## src/hdl/xts_ram.sv

```systemverilog
// Generic single-port-write RAM with registered read.
// No dependencies.
`timescale 1ns / 1ps
`default_nettype none
module xts_ram #(
  parameter int unsigned Width = 64,
  parameter int unsigned Depth = 30
) (
  input  wire logic                     clk,
  input  wire logic                     we,
  input  wire logic [$clog2(Depth)-1:0] waddr,
  input  wire logic [Width-1:0]         wdata,
  input  wire logic [$clog2(Depth)-1:0] raddr,
  output      logic [Width-1:0]         rdata
);
  logic [Width-1:0] mem [Depth];

  always_ff @(posedge clk) begin
    if (we) mem[waddr] <= wdata;
    rdata <= mem[raddr];
  end
endmodule
`default_nettype wire

```

## config.mk

```make
export PLATFORM = sky130hd
export DESIGN_NAME = xts_ram
export DESIGN_NICKNAME = d
export VERILOG_FILES = /design/src/hdl/xts_ram.sv
export SDC_FILE = /design/constraint.sdc
export NUM_CORES = 2
export LEC_CHECK = 0
export ABC_AREA = 1
export BUFFER_PORTS_ARGS = -buffer_cell sky130_fd_sc_hd__buf_2
export CAP_MARGIN = 20
export CORE_ASPECT_RATIO = 0.8
export CORE_MARGIN = 2
export CORE_UTILIZATION = 30
export CTS_CLUSTER_SIZE = 30
export DETAILED_ROUTE_END_ITERATION = 6
export SETUP_SLACK_MARGIN = 0.5
export SLEW_MARGIN = 20
export SYNTH_ARGS = -nofsm -noshare
export SYNTH_HDL_FRONTEND = slang
export SYNTH_SLANG_ARGS = --single-unit
```

## constraint.sdc

```tcl
create_clock -name clk -period 13.43 [get_ports clk]
set_clock_uncertainty 0.2 [all_clocks]
set_input_delay 2.0145 -clock clk [delete_from_list [all_inputs] [get_ports clk]]
set_output_delay 2.0145 -clock clk [all_outputs]
set_load 0.01 [all_outputs]
```

### Word-level counts from Yosys, hierarchy flattened

Memories as Yosys holds them, arrays and structs flattened. A register that Yosys moved wholly into a read port is not among the register bits.
Cells that the tools add are included.

* $add $sub $neg: 0
* $mul: 0
* div/mod/pow operators: 0
* magnitude comparators: 0
* equality and inequality tests: 0
* shift-type cells: 0
* multiplexer cells: 2
* bitwise logic cells: 0
* reductions and logical operators: 0

Operators with widths (count)
* $mux W1: 2

* flip-flop bits (word level): 0
* latch bits: 0
* RAM bits: 1920
* memory bits (read-only): 0
* output and inout bits: 64
* logic and storage cells: 3
* memories kept: 1

Memories
* mem: depth 30, bits a word 64, read ports 1, clocked after memory_dff 1, wr ports 1, RTL line 16 `logic [Width-1:0] mem [Depth];`

### Depth between registers and ports, before layout

* word-level depth: 2
* gate-level depth with buffers: 13

### Worst setup path before layout

OpenSTA, ideal clock, no wires.

* path type: input to register
* from: input waddr[1]
* to: memory mem[0][0] (enable)
* data arrival time: 4.992 ns
* data required time: 12.744 ns
* slack: 7.752 ns
* stages: 3
* buffers on the path: 0
* cell sequence: inv_1 nand3_1 nor2_1

RTL lines
* start, declared: RTL line 11 `input wire logic [$clog2(Depth)-1:0] waddr,`
* end, declared: RTL line 16

Straight into the memory's write port.

==> flow_metrics.py <==
metrics = {
    "status": {
        "outcome": "completed",
    },
    "synth": {
        "synthCells": 6660,
        "ys_seq_elements": 1984,
        "synth_cell_types": 16,
        "avgSynthCellArea_um2": 11.9,
        "synth_seq_area_share": 0.745,
        "syn_nets": 6736,
        "netlist_area_mm2": 0.0791,
        "yosysWarnings": 0,
    },
    "power": {
        "power_frac_comb": 0.058,
        "fin_total_pwr_mw": 13.2,
        "p_leak_nw": 32.3,
        "switchingPower_mw": 2.98,
        "vdd.ir_drop.worst_uv": 101,
        "pwr-share-clk": 0.417,
        "sw_frac_of_total": 0.226,
        "internal-power_mw": 10.2,
        "p_per_area_mw_per_mm2": 147,
        "seqPwrFrac": 0.525,
    },
    "critical_path": {
        "worstSetupPathType": "in -> reg",
        "critPathMaxStageDelay_ps": 870,
        "end_kind": "register",
        "reg2reg_from": "mem[1][19]",
        "endpoint": "rdata[1]",
        "cpMaxStageDelayCell": "buf_4",
        "critPathArrivalTime_ps": 6070,
        "r2r_setup_slack_ps": 11670,
        "worst-r2r-cell-count": 8,
        "worst-path-buf-inv": 4,
        "cp-startpoint": "raddr[0]",
        "path_delay_family": "buffers and inverters",
        "path_depth": 12,
        "crit_path_frequent_cell": "nand2_1",
        "start_kind": "input port",
        "cp_max_fo": 125,
        "timing.rr.end": "rdata[19]",
        "crit_chain": "buf_8, buf_4, buf_4, buf_4, nand2_1, nand3_1, nand3_1, nand2_1, nand2_1, nand2_1, nand2_1, nand2_1",
        "cp.required_ps": 13990,
    },
    "clock_network": {
        "clock_path_buffers": 3,
        "cts_tree": "yes",
        "cts_sinks": 1984,
        "cts_buffers": 196,
        "cts_setup_buffers": 0,
        "post_cts_resized": 0,
        "cts_hold_buf": 0,
        "path_clk_slew_ps": 60,
        "clockRootBuffer": "clkbuf_16",
        "clk_latency_ps": 840,
        "cts.htree.levels": 4,
    },
    "sta": {
        "hold_viol": 0,
        "tightest_slew_ps": 1160,
        "hold-worst-slack_ps": 411,
        "min_period_ps": 5510,
        "fin_crit_sh": 0.410,
        "slew_viol_final": 0,
        "fmax_ghz": 0.182,
        "tns_ps": 0,
        "rsz0062_at_grt": "false",
        "slew_headroom": 0.230,
        "setup_viol": 0,
        "layout_setup_ws_ps": 7920,
    },
    "global_routing": {
        "grt_overflow": 0,
        "grt_pass1_wl_mm": 337,
        "antenna_found_initial": 48,
        "grt_pass1_vias": 48500,
        "grt_max_degree": 237,
        "grt_use_total": 0.170,
    },
    "placed_design": {
        "hpwl_mm": 109,
        "io_buffers": 139,
        "gp_routability_congestion": 0.750,
        "placed_cell_area_mm2": 0.0829,
        "dp_cells": 9968,
        "dp_slack_ps": 7180,
    },
    "die": {
        "die_h_um": 463,
        "floorplan.initialDensity": 0.302,
        "core_region_area_mm2": 0.262,
        "fp.dieW_um": 578,
        "rows": 168,
        "ios": 140,
        "die_area_mm2": 0.268,
    },
    "drt": {
        "wl_mm": 233,
        "routedWlPerCell_um": 22.5,
        "drt_iter0_markers": 5837,
        "dr.pass1.iters": 5,
        "drc": 0,
        "viasPerCell": 4.92,
        "routed-via-count": 51000,
        "ant_nets": 0,
    },
    "finish": {
        "post-route-util": 0.341,
        "drive_above_1_share": 0.0815,
        "num-fill-cells": 25400,
        "final_cells": 10400,
        "layout_commonest_cell": "nand2_1",
        "final_cell_mix": "nand2_1 (2678), edfxtp_1 (1920), nand3_1 (1417), clkbuf_16 (203), buf_2 (134)",
        "multiInputGateArea_mm2": 0.0177,
        "nets": 6757,
        "syn_to_final_growth_pct": 13.0,
        "design_area_mm2": 0.0894,
        "seq_area_mm2": 0.0589,
    },
    "flow_run": {
        "cap_violations": 0,
    },
    "worst_hold_path": {
        "hold_class": "reg -> reg",
    },
}
-- power groups by stage --
| stage | clock (mW) | sequential [mW] | combinational [mW] |
|---|---|---|---|
| CTS | 5.57 | 6.92 | 0.768 |
| global placement | 0 | 7.05 | 0.755 |
| floorplan | 0 | 7.05 | 0.448 |
| finish | 5.50 | 6.92 | 0.764 |
| global route | 5.80 | 6.93 | 0.843 |
| detailed placement | 0 | 7.06 | 0.765 |
-- logic make-up (layout without fill, tap and decap cells) --
group | Yosys count | in the layout | share of synthesized area
and+or+nand+nor | 4165 | 4165 | 0.220
DFF | 1984 | 1984 | 0.745
buffers and inverters | 491 | 686 | 0.0337
AOI/OAI and AO/OA | 20 | 20 | 0.00127
other | 0 | 18 | 0
-- worst min-delay path by stage --
stage                           start        end  slack [ps]  cells after the start
after floorplan           mem[29][10]  rdata[10]         360                      4
after global routing       mem[29][6]   rdata[6]         450                      4
after detailed placement   mem[29][7]   rdata[7]         390                      4
after CTS                  mem[29][9]   rdata[9]         420                      4
final                      mem[29][9]   rdata[9]         410                      4
after global placement     mem[29][7]   rdata[7]         400                      4
-- cell usage after synthesis --
library cell / n / area share
buf_12: 1 / 0.00025
inv_2: 4 / 0.00019
buf_6: 54 / 0.0077
o21ai_0: 20 / 0.0013
dfxtp_1: 64 / 0.016
buf_4: 29 / 0.0028
buf_8: 3 / 0.00057
nor2_1: 70 / 0.0033
nand2_1: 2678 / 0.13
clkbuf_1: 66 / 0.0031
inv_1: 77 / 0.0037
buf_2: 206 / 0.013
buf_1: 50 / 0.0024
inv_4: 1 / 0.000079
edfxtp_1: 1920 / 0.73
nand3_1: 1417 / 0.090
-- registers in the layout, summed over array words and instances, names as in the netlist --
name,cells
rdata,64
mem,1920
-- worst reg2reg max path, cell delays in order, from the launching register on --
cell      delay, ps
edfxtp_1        370
nand2_1          80
nand3_1          80
nand2_1         140
nand2_1          60
nand3_1         120
nand2_1         100
nand2_1          80
nand2_1         300
-- layout make-up --
class / instances / share of cell area
well taps: 3485 / 0.0488
multi-input cells: 4185 / 0.198
repair buffers: 232 / 0.0172
inverters: 82 / 0.00390
clock buffers: 245 / 0.0596
diodes: 18 / 0.000504
flip-flops and latches: 1984 / 0.659
clock inverters: 127 / 0.0126
-- per-layer routing --
layer | global-route usage | wire length (um) | up-vias
li1 | - | - | 23200
met1 | 0.224 | 96100 | 25300
met2 | 0.283 | 111000 | 2076
met3 | 0.0297 | 18100 | 402
met4 | 0.0576 | 7320 | 24
met5 | 0 | 155 | -
(Power assumes the default switching activity.)
